`src/hw/rtl/cppm_pkg.sv`:
```
// ----------------------------------------------------------------------------
// cppm_pkg
// shared constants for the cppm frame decoder: channel count, burst size,
// field widths, reset widths and configuration register indexes
// ----------------------------------------------------------------------------
package cppm_pkg;

  // channels tracked per frame (1 to 8)
  localparam int CHANNELS    = 8;
  localparam int MAX_BURST   = 8;
  localparam int BURST       = (CHANNELS < MAX_BURST) ? CHANNELS : MAX_BURST;

  localparam int POS_W       = $clog2(CHANNELS + 1);
  localparam int CHAN_IDX_W  = (CHANNELS > 1) ? $clog2(CHANNELS) : 1;
  localparam int BURST_W     = (BURST > 1) ? $clog2(BURST) : 1;

  localparam int TIME_W      = 32;
  localparam int WIDTH_W     = 16;
  localparam int CHANNEL_W   = 3;
  localparam int CFG_IDX_W   = 2;

  localparam logic [WIDTH_W-1:0] RESET_WIDTH = 16'd1500;

  localparam logic [WIDTH_W-1:0] RESET_MIN_PULSE  = 16'd700;
  localparam logic [WIDTH_W-1:0] RESET_MAX_PULSE  = 16'd2250;
  localparam logic [WIDTH_W-1:0] RESET_SYNC_PULSE = 16'd2700;

  // configuration register indexes
  localparam logic [CFG_IDX_W-1:0] REG_MIN_PULSE  = 2'd0;
  localparam logic [CFG_IDX_W-1:0] REG_MAX_PULSE  = 2'd1;
  localparam logic [CFG_IDX_W-1:0] REG_SYNC_PULSE = 2'd2;

endpackage

```
`src/hw/rtl/cppm_frame_decoder.sv`:
```
// ----------------------------------------------------------------------------
// cppm_frame_decoder
// decodes cppm/ppm pulse-position frames from edge timestamps and emits the
// held channel widths as a burst on every frame sync
// ----------------------------------------------------------------------------
// sequencing: an edge beat is decided after ST_DIFF, ST_CMP_MIN, ST_CMP_MAX,
//   ST_CMP_SYNC and ST_UPDATE; a sync edge then enters ST_EMIT for its beats
// throughput: no new edge is taken until the sequencer is back in idle, the
//   shared subtractor doing the interval and the three threshold compares in
//   turn; a sync edge adds one channel beat per cycle (8) while not stalled
// reset: synchronous; thresholds return to 700/2250/2700, all widths to 1500,
//   error count, channel position and previous edge time to zero
module cppm_frame_decoder (
  input  logic                               clk,
  input  logic                               rst,
  // configuration write port
  input  logic                               cfg_write,
  input  logic [cppm_pkg::CFG_IDX_W-1:0]     cfg_index,
  input  logic [cppm_pkg::WIDTH_W-1:0]       cfg_data,
  // edge beats
  input  logic                               in_valid,
  output logic                               in_ready,
  input  logic [cppm_pkg::TIME_W-1:0]        time_us,
  // channel beats
  output logic                               out_valid,
  input  logic                               out_ready,
  output logic [cppm_pkg::CHANNEL_W-1:0]     channel,
  output logic [cppm_pkg::WIDTH_W-1:0]       width_us,
  output logic                               last,
  output logic                               frame_good,
  output logic [cppm_pkg::WIDTH_W-1:0]       error_count
);

  // sequencer states, one-hot
  typedef enum logic [6:0] {
    ST_IDLE     = 7'b0000001,
    ST_DIFF     = 7'b0000010,
    ST_CMP_MIN  = 7'b0000100,
    ST_CMP_MAX  = 7'b0001000,
    ST_CMP_SYNC = 7'b0010000,
    ST_UPDATE   = 7'b0100000,
    ST_EMIT     = 7'b1000000
  } state_t;

  state_t state;

  // configuration
  logic [cppm_pkg::WIDTH_W-1:0] min_pulse_us;
  logic [cppm_pkg::WIDTH_W-1:0] max_pulse_us;
  logic [cppm_pkg::WIDTH_W-1:0] sync_pulse_us;

  // decoder state
  logic [cppm_pkg::TIME_W-1:0]  previous_edge_time;
  logic [cppm_pkg::POS_W-1:0]   channel_position;
  logic                         poisoned;
  logic [cppm_pkg::WIDTH_W-1:0] pending_widths [cppm_pkg::CHANNELS];
  logic [cppm_pkg::WIDTH_W-1:0] held_widths    [cppm_pkg::CHANNELS];
  logic [cppm_pkg::WIDTH_W-1:0] bad_interval_count;

  // per-edge working registers (payload, no reset, but for emit_idx)
  logic [cppm_pkg::TIME_W-1:0]  edge_time;
  logic [cppm_pkg::TIME_W-1:0]  interval;
  logic                         lt_min;
  logic                         gt_max;
  logic                         lt_sync;
  logic                         burst_good;
  logic [cppm_pkg::BURST_W-1:0] emit_idx;

  // shared subtractor: borrow out gives a < b
  logic [cppm_pkg::TIME_W-1:0]  sub_a;
  logic [cppm_pkg::TIME_W-1:0]  sub_b;
  logic [cppm_pkg::TIME_W:0]    sub_res;
  logic                         sub_borrow;

  // decision terms
  logic                         bad;
  logic                         poisoned_next;
  logic                         out_free;

  always_comb begin
    sub_a = interval;
    sub_b = cppm_pkg::TIME_W'(sync_pulse_us);
    unique case (state)
      ST_DIFF: begin
        sub_a = edge_time;
        sub_b = previous_edge_time;
      end
      ST_CMP_MIN: begin
        sub_a = interval;
        sub_b = cppm_pkg::TIME_W'(min_pulse_us);
      end
      ST_CMP_MAX: begin
        // max < interval means the interval is above the band
        sub_a = cppm_pkg::TIME_W'(max_pulse_us);
        sub_b = interval;
      end
      default: begin
        sub_a = interval;
        sub_b = cppm_pkg::TIME_W'(sync_pulse_us);
      end
    endcase
    sub_res    = {1'b0, sub_a} - {1'b0, sub_b};
    sub_borrow = sub_res[cppm_pkg::TIME_W];
  end

  // short, or between band top and sync, is a bad interval
  assign bad           = lt_min | (gt_max & lt_sync);
  assign poisoned_next = poisoned | bad;
  assign out_free      = !out_valid || out_ready;
  assign in_ready      = (state == ST_IDLE);

  always_ff @(posedge clk) begin
    if (rst) begin
      state              <= ST_IDLE;
      min_pulse_us       <= cppm_pkg::RESET_MIN_PULSE;
      max_pulse_us       <= cppm_pkg::RESET_MAX_PULSE;
      sync_pulse_us      <= cppm_pkg::RESET_SYNC_PULSE;
      previous_edge_time <= '0;
      channel_position   <= '0;
      poisoned           <= 1'b0;
      bad_interval_count <= '0;
      out_valid          <= 1'b0;
      emit_idx           <= '0;
      for (int i = 0; i < cppm_pkg::CHANNELS; i++) begin
        pending_widths[i] <= cppm_pkg::RESET_WIDTH;
        held_widths[i]    <= cppm_pkg::RESET_WIDTH;
      end
    end else begin
      // configuration, the sender must keep writes to idle periods, the block does not enforce it
      if (cfg_write) begin
        unique case (cfg_index)
          cppm_pkg::REG_MIN_PULSE:  min_pulse_us  <= cfg_data;
          cppm_pkg::REG_MAX_PULSE:  max_pulse_us  <= cfg_data;
          cppm_pkg::REG_SYNC_PULSE: sync_pulse_us <= cfg_data;
          default: ;
        endcase
      end

      // output register drains on its own outside the burst, the emit state
      // refills or holds it itself
      if (out_valid && out_ready && (state != ST_EMIT)) begin
        out_valid <= 1'b0;
      end

      unique case (state)
        ST_IDLE: begin
          if (in_valid) begin
            edge_time <= time_us;
            state     <= ST_DIFF;
          end
        end
        ST_DIFF: begin
          // wrapping interval since the previous edge
          interval           <= sub_res[cppm_pkg::TIME_W-1:0];
          previous_edge_time <= edge_time;
          state              <= ST_CMP_MIN;
        end
        ST_CMP_MIN: begin
          lt_min <= sub_borrow;
          state  <= ST_CMP_MAX;
        end
        ST_CMP_MAX: begin
          gt_max <= sub_borrow;
          state  <= ST_CMP_SYNC;
        end
        ST_CMP_SYNC: begin
          lt_sync <= sub_borrow;
          state   <= ST_UPDATE;
        end
        ST_UPDATE: begin
          if (bad) begin
            bad_interval_count <= bad_interval_count + 1'b1;
          end
          if (!lt_sync) begin
            // frame sync: accept the pending set unless poisoned
            if (!poisoned_next) begin
              for (int i = 0; i < cppm_pkg::CHANNELS; i++) begin
                held_widths[i] <= pending_widths[i];
              end
            end
            burst_good       <= !poisoned_next;
            channel_position <= '0;
            poisoned         <= 1'b0;
            emit_idx         <= '0;
            state            <= ST_EMIT;
          end else begin
            poisoned <= poisoned_next;
            if (!poisoned_next &&
                (channel_position < cppm_pkg::POS_W'(cppm_pkg::CHANNELS))) begin
              pending_widths[channel_position[cppm_pkg::CHAN_IDX_W-1:0]] <=
                interval[cppm_pkg::WIDTH_W-1:0];
              channel_position <= channel_position + 1'b1;
            end
            state <= ST_IDLE;
          end
        end
        ST_EMIT: begin
          // one channel beat per free output slot
          if (out_free) begin
            out_valid   <= 1'b1;
            channel     <= cppm_pkg::CHANNEL_W'(emit_idx);
            width_us    <= held_widths[cppm_pkg::CHAN_IDX_W'(emit_idx)];
            last        <= (emit_idx == cppm_pkg::BURST_W'(cppm_pkg::BURST - 1));
            frame_good  <= burst_good;
            error_count <= bad_interval_count;
            if (emit_idx == cppm_pkg::BURST_W'(cppm_pkg::BURST - 1)) begin
              state <= ST_IDLE;
            end else begin
              emit_idx <= emit_idx + 1'b1;
            end
          end
        end
        default: state <= ST_IDLE;
      endcase
    end
  end

  // ---------------------------------------------------------------------------
  // checks
  // ---------------------------------------------------------------------------

  // an accepted edge keeps the block busy on the next cycle
  a_busy_after_accept: assert property (@(posedge clk) disable iff (rst)
    (in_valid && in_ready) |=> !in_ready)
    else $error("edge accepted back to back");

  // a burst always begins afresh after its last beat is taken
  a_burst_restart: assert property (@(posedge clk) disable iff (rst)
    (out_valid && out_ready && last) |=> (!out_valid || (channel == '0)))
    else $error("channel beat after end of burst");

  // the error count only ever steps by one
  a_error_step: assert property (@(posedge clk) disable iff (rst)
    !$stable(bad_interval_count) |->
      (bad_interval_count == cppm_pkg::WIDTH_W'($past(bad_interval_count) + 1'b1)))
    else $error("error count jumped");

  // a beat that is not the last has a channel below the burst end
  a_last_marks_end: assert property (@(posedge clk) disable iff (rst)
    (out_valid && !last) |->
      (channel < cppm_pkg::CHANNEL_W'(cppm_pkg::BURST - 1)))
    else $error("last flag missing on final channel");

endmodule
```
`config.mk`:
```
export PLATFORM = sky130hd
export DESIGN_NAME = cppm_frame_decoder
export DESIGN_NICKNAME = d
export VERILOG_FILES = /design/src/hw/rtl/cppm_pkg.sv /design/src/hw/rtl/cppm_frame_decoder.sv
export SDC_FILE = /design/constraint.sdc
export NUM_CORES = 1
export LEC_CHECK = 0
export BUFFER_PORTS_ARGS = -buffer_cell sky130_fd_sc_hd__buf_2
export CAP_MARGIN = 20
export CORE_MARGIN = 2
export CORE_UTILIZATION = 55
export CTS_CLUSTER_DIAMETER = 150
export DETAILED_ROUTE_END_ITERATION = 7
export PLACE_DENSITY = 0.77
export RECOVER_POWER = 25
export SLEW_MARGIN = 30
export SYNTH_ARGS = -nofsm -noshare
export SYNTH_HDL_FRONTEND = slang
export SYNTH_SLANG_ARGS = --single-unit
```
`constraint.sdc`:
```
create_clock -name clk -period 5.7 [get_ports clk]
set_clock_uncertainty 0.15 [all_clocks]
set_input_delay 0.285 -clock clk [delete_from_list [all_inputs] [get_ports clk]]
set_output_delay 0.285 -clock clk [all_outputs]
set_load 0.01 [all_outputs]
```
---- Word level (Yosys, flattened, before mapping) ----
Memory sizes are Yosys's and may differ from the RTL's. A register that Yosys moved wholly into a read port is not among the register bits.
Cells that the tools add are included.
storage, ports and cells
  bits in registers ....................... 201
  memory bits (writable) .................. 256
  bits of input ports ..................... 55
  output and inout port bits .............. 39
  word-level logic and storage cells ...... 120
  memories ................................ 2
cells by class
  add/sub/neg operators ................... 4
  magnitude comparators ................... 1
  equal/unequal tests ..................... 17
  multiplexer cells ....................... 40
  bitwise operators ....................... 13
  reduce and logical (&&, ||, !) cells .... 23
memories
  memory          depth  width  rd ports  clocked after Yosys merged registers in  write ports  RTL line                  text
  held_widths     8      16     1         1                                        8            cppm_frame_decoder.sv:57  logic [cppm_pkg::WIDTH_W-1:0] held_widths [cppm_pkg::CHANNELS];
  pending_widths  8      16     8         0                                        8            cppm_frame_decoder.sv:56  logic [cppm_pkg::WIDTH_W-1:0] pending_widths [cppm_pkg::CHANNELS];
operators with widths
  operator                 number
  $mux W16                 9
  $pmux W32 S3             1
  $pmux W32 S2             1
  $pmux W7 S7              1
  $sub A32 B32 Y33         1
  $mux W7                  4
  $reduce_and A2 Y1        9
  $mux W1                  17
  $add A16 B1 Y16 const B  1
  $reduce_or A16 Y1        1
  $mux W3                  4
  $reduce_and A3 Y1        4
  $ne A2 B2 Y1 const B     5
  $or A1 B1 Y1             10
  $mux W4                  2
  $eq A7 B1 Y1 const B     1
  $eq A7 B2 Y1 const B     1
  $eq A7 B3 Y1 const B     1
  $eq A7 B4 Y1 const B     1
  $eq A7 B5 Y1 const B     1
  $eq A7 B6 Y1 const B     1
  $eq A7 B7 Y1 const B     1
  $ne A7 B7 Y1 const B     1
  $pmux W3 S2              1
  other kinds (15)         19

---- Logic depth before layout (Yosys ltp) ----
  depth after elaboration ................. 12
  mapped depth ............................ 20
  mapped depth without buffers ............ 18

---- Worst setup path before layout ----
OpenSTA, ideal clock, no wires.
  path kind ............................... register to register
  from .................................... reg state[6]
  to ...................................... mem held_widths[0][0] (netlist bit) (enable)
  arrival ................................. 4.957 ns
  slack ................................... 0.084 ns
  stages on the path, launching flop included .. 8
  buffers on the path ..................... 2
  path through ............................ dfxtp_1 or4_4 or4b_4 buf_6 nor2_1 nand2_1 clkbuf_1 nand2b_1
RTL lines
  item                      RTL line                   text
  start: declaration        cppm_frame_decoder.sv:45   state_t state;
  start signal: assignment  cppm_frame_decoder.sv:114  state <= ST_IDLE;
  start signal: assignment  cppm_frame_decoder.sv:149  state <= ST_DIFF;
  start signal: assignment  cppm_frame_decoder.sv:156  state <= ST_CMP_MIN;
  end: declaration          cppm_frame_decoder.sv:57

---- Worst setup path after layout ----
  from .................................... reg state[0]
  to ...................................... reg interval[24] (netlist bit) (data pin)
on the way
  longest elaborated chain between the ends .. 3
  elaborated cells between the ends (all ways) .. 6
  classes of those cells .................. 1 x add/sub; 3 x eq/ne; 2 x mux
ends and longest elaborated chain
  item                                          RTL line                   text
  $eq A7 B4 Y1, or another cell as far along    cppm_frame_decoder.sv:83   unique case (state)
  $pmux W32 S3 or $pmux W32 S2 (tied branches)  cppm_frame_decoder.sv:83
  $sub A32 B32 Y33 *                            cppm_frame_decoder.sv:102  sub_res = {1'b0, sub_a} - {1'b0, sub_b};
  via sub_res (one bit)                         cppm_frame_decoder.sv:72   logic [cppm_pkg::TIME_W:0] sub_res;
  end signal: assignment                        cppm_frame_decoder.sv:154  interval <= sub_res[cppm_pkg::TIME_W-1:0];
  end: declaration                              cppm_frame_decoder.sv:62   logic [cppm_pkg::TIME_W-1:0] interval;
Mark *: on every way through the listed nets, which the timed path passes. The rest lies on a longest branch.
A chain may end at the register's enable or synchronous reset.

==> flow_summary.toml <==
[outcome]
status = "complete, but fails checks"
violations = "max-capacitance violations, max-slew violations"

[logic_synthesis]
ys_top_cells_by_area = "edfxtp_1, dfxtp_1, nand2_1, and2_1, mux4_2"
syn_nets = 1770
postSynthAreaPerCell_um2 = 12.2
yosysSeqAreaShare_pct = 63.8
yosysWarnings = 0
synth_area_um2 = 20500
syn_inst = 1678
synth_edf_count = 361
synthDistinctLibCells = 61
yosys_most_used_dff = "edfxtp_1"
ys_ff_latch = 473
synth_top_area_share_pct = 52.9
synth_commonest_cells = "edfxtp_1, nand2_1, and2_1, a21oi_1, dfxtp_1"
yosys.area.top_type = "edfxtp_1"
yosysMostFrequentCell = "edfxtp_1"
async_flop_share_pct = 0

[critical_path]
cp_top_family = "simple AND/OR/NAND/NOR gates"
r2r_start = "state[0]"
worst_r2r_endpoint = "interval[24]"
reg2regPathDepth = 19
cp_data_arrival_time_ns = 5.31
cp_num_buf_inv = 2
endpoint_kind = "flop"
critPathKind = "reg2reg"
cpMaxStageDelayCell = "or3_1"
reg2reg_slack_ns = 0.55
start_kind = "flop"
required_ns = 5.86
critical_path.cell_chain = "or3_1 -> or3_1 -> nor3b_2 -> buf_4 -> nand2b_1 -> nor2_1 -> a222oi_1 -> nand2_1 -> ha_1 -> inv_1 -> fa_1 -> a211oi_1 -> o211ai_1 -> a21boi_0 -> o31a_1 -> nor3_1 -> nor2_1 -> o21ai_0 -> xor2_1"
cp_max_fo = 14
cpPeakStageDelay_ns = 0.40

[routing]
drc = 0
drtAntennaViolNets = 0
wl_um = 43800
post_drt_wl_per_cell_um = 19.0
via_count = 13300
drtIter0Drc = 1105
vias_per_cell = 5.75
drtPass1Iterations = 7

[cells_and_area]
area.growth.synth_to_final_pct = 13.9
final_design_area_no_fill_um2 = 23300
diodes = 0
final_util_pct = 63.8
drive_gt1_share_pct = 12.8
final_nets = 1889
final_cells = 2303
fillCellCount = 2730

[clock_network]
tritoncts = "yes"
clock_latency_ns = 0.56
htreeDepth = 2
clk_path_buf_depth = 3
clkSinkCount = 473
cts_buffers = 49
postCtsSetupBuffers = 0
clockRootBuffer = "clkbuf_16"
path_clk_slew_ns = 0.07

[place]
post-place-ws_ns = 0.622
dp_hpwl_um = 27000
place_congestion = 0.899
port_buffers = 93
place_inst = 2163
place_area_um2 = 21400

[global_route]
grt_pass1_vias = 13000
grt_overflow = 0
grtUsageTotal_pct = 22.6
antenna_found_initial = 0
grt_max_degree = 102
grt_pass1_wl_um = 68600

[sta]
post-route-period-util_pct = 90.3
period_minus_slack_ns = 5.15
drv_slew = 153
setup_viol = 0
finalHoldViolCount = 0
setup_slack_ns = 0.554
tns_ns = 0
tightest_slew_ns = 3.89
max_freq_mhz = 194
relSlewSlack_pct = -160
rsz0062_at_grt = "false"

[min_path]
hold_depth = 5
hp-class = "in2reg"
min_to = "min_pulse_us[13]"
holdCritStartpoint = "cfg_index[1]"

[pwr]
peakVddDrop_uv = 263
power_density_nw_per_um2 = 324
leakage_nw = 7.87

[floorplanning]
core_um2 = 36600
die_w_um = 197
rows = 70
die_area_um2 = 38800
initial_core_util_pct = 56.0
pin_count = 94
die_height_um = 197

[run]
drv_cap = 3
-- what timing repair did --
action / 4_1_cts / 5_1_grt
endpoints found under the hold margin: 85 / 0
hold buffers: 50 / 0
resized for setup: 0 / 0
-- cell families after synthesis --
family          count (synthesis)  synth area share, %
compound gates                247                 7.33
flops                         473                 63.8
simple gates                  717                 18.1
xor+xnor                       42                 1.80
fa+ha+maj                      37                 2.30
mux                            50                 4.49
buf+inv                       112                 2.13
-- metrics by stage --
step                hold WS [ns]  total power [mW]
floorplan                  0.234              4.39
global placement           0.277              4.55
detailed placement         0.280              4.57
CTS                       0.0926              7.58
global route               0.136              7.79
finish                     0.136              7.55
-- layout by cell type, fill, tap and decap left out, drive strengths merged, types with 4 or more instances in the layout --
master / Yosys / final
mux4: 32 / 32
a21oi: 113 / 113
inv: 11 / 14
clkinv: 0 / 14
nand2b: 26 / 26
nand4: 8 / 8
a222oi: 8 / 8
a31oi: 5 / 5
and2: 128 / 128
mux2: 16 / 16
a22oi: 25 / 25
xnor2: 19 / 19
xor2: 23 / 23
nor2b: 24 / 24
nor3b: 6 / 6
nand2: 282 / 282
dfxtp: 112 / 112
a21boi: 11 / 11
o21ai: 41 / 41
a21o: 15 / 15
a211oi: 4 / 4
o211ai: 9 / 9
clkbuf: 89 / 114
nor2: 57 / 57
or2: 22 / 22
nor3: 10 / 10
nand3b: 21 / 21
nand3: 26 / 26
or3: 90 / 90
edfxtp: 361 / 361
buf: 12 / 76
ha: 36 / 36
dlygate4sd3: 0 / 50
nor4: 4 / 4
-- worst max-delay path by stage --
| stage | endpoint | cells after the start | start | slack [ns] |
|---|---|---|---|---|
| 2_1_floorplan | held_widths[0][0] | 7 | state[6] | 0.08 |
| 3_3_place_gp | interval[28] | 19 | state[0] | 0.90 |
| 3_5_place_dp | interval[24] | 19 | state[0] | 0.62 |
| 4_1_cts | interval[24] | 19 | state[0] | 0.62 |
| 5_1_grt | interval[24] | 19 | state[0] | 0.19 |
| 6_report | interval[24] | 19 | state[0] | 0.55 |
-- report_power, final --
group          total, mW  switching (mW)  internal (mW)
combinational      0.646           0.398          0.248
sequential          3.89          0.0549           3.83
clock               3.02            1.28           1.74
total               7.55            1.73           5.82
-- final cells by class --
class                      instances  area (um^2)  share of cell area, %
timing repair buffer             169         1120                   4.80
tap                              468          586                   2.51
sequential                       473        13100                   56.0
inverter                          11         41.3                  0.177
clock buffer                      71         1390                   5.96
clock inverter                    18          123                  0.525
multi-input combinational       1093         7000                   30.0
-- sequential cells by signal, summed over array words and instances, names as in the netlist, 3 cells and up --
signal and count:
channel 3, pending_widths 128, sync_pulse_us 16, channel_position 4
bad_interval_count 16, emit_idx 3, error_count 16, edge_time 32
state 7, interval 32, width_us 16, previous_edge_time 32
min_pulse_us 16, held_widths 128, max_pulse_us 16
-- tightest hold or removal path, cell delays in order --
cell,delay (ns)
buf_2,0.12
nor3b_1,0.06
buf_4,0.20
nand2_1,0.09
a21oi_1,0.05
-- routing by layer --
metal / GRT usage (%) / vias to the layer above / part of all wire [%]
met5: 0 / - / 0
met1: 30.2 / 6465 / 43
met2: 38.6 / 437 / 50
met4: 6.79 / 0 / 2.1
met3: 3.30 / 63 / 5.8
li1: - / 6286 / -
No activity file was read; power rests on OpenSTA's default activity.
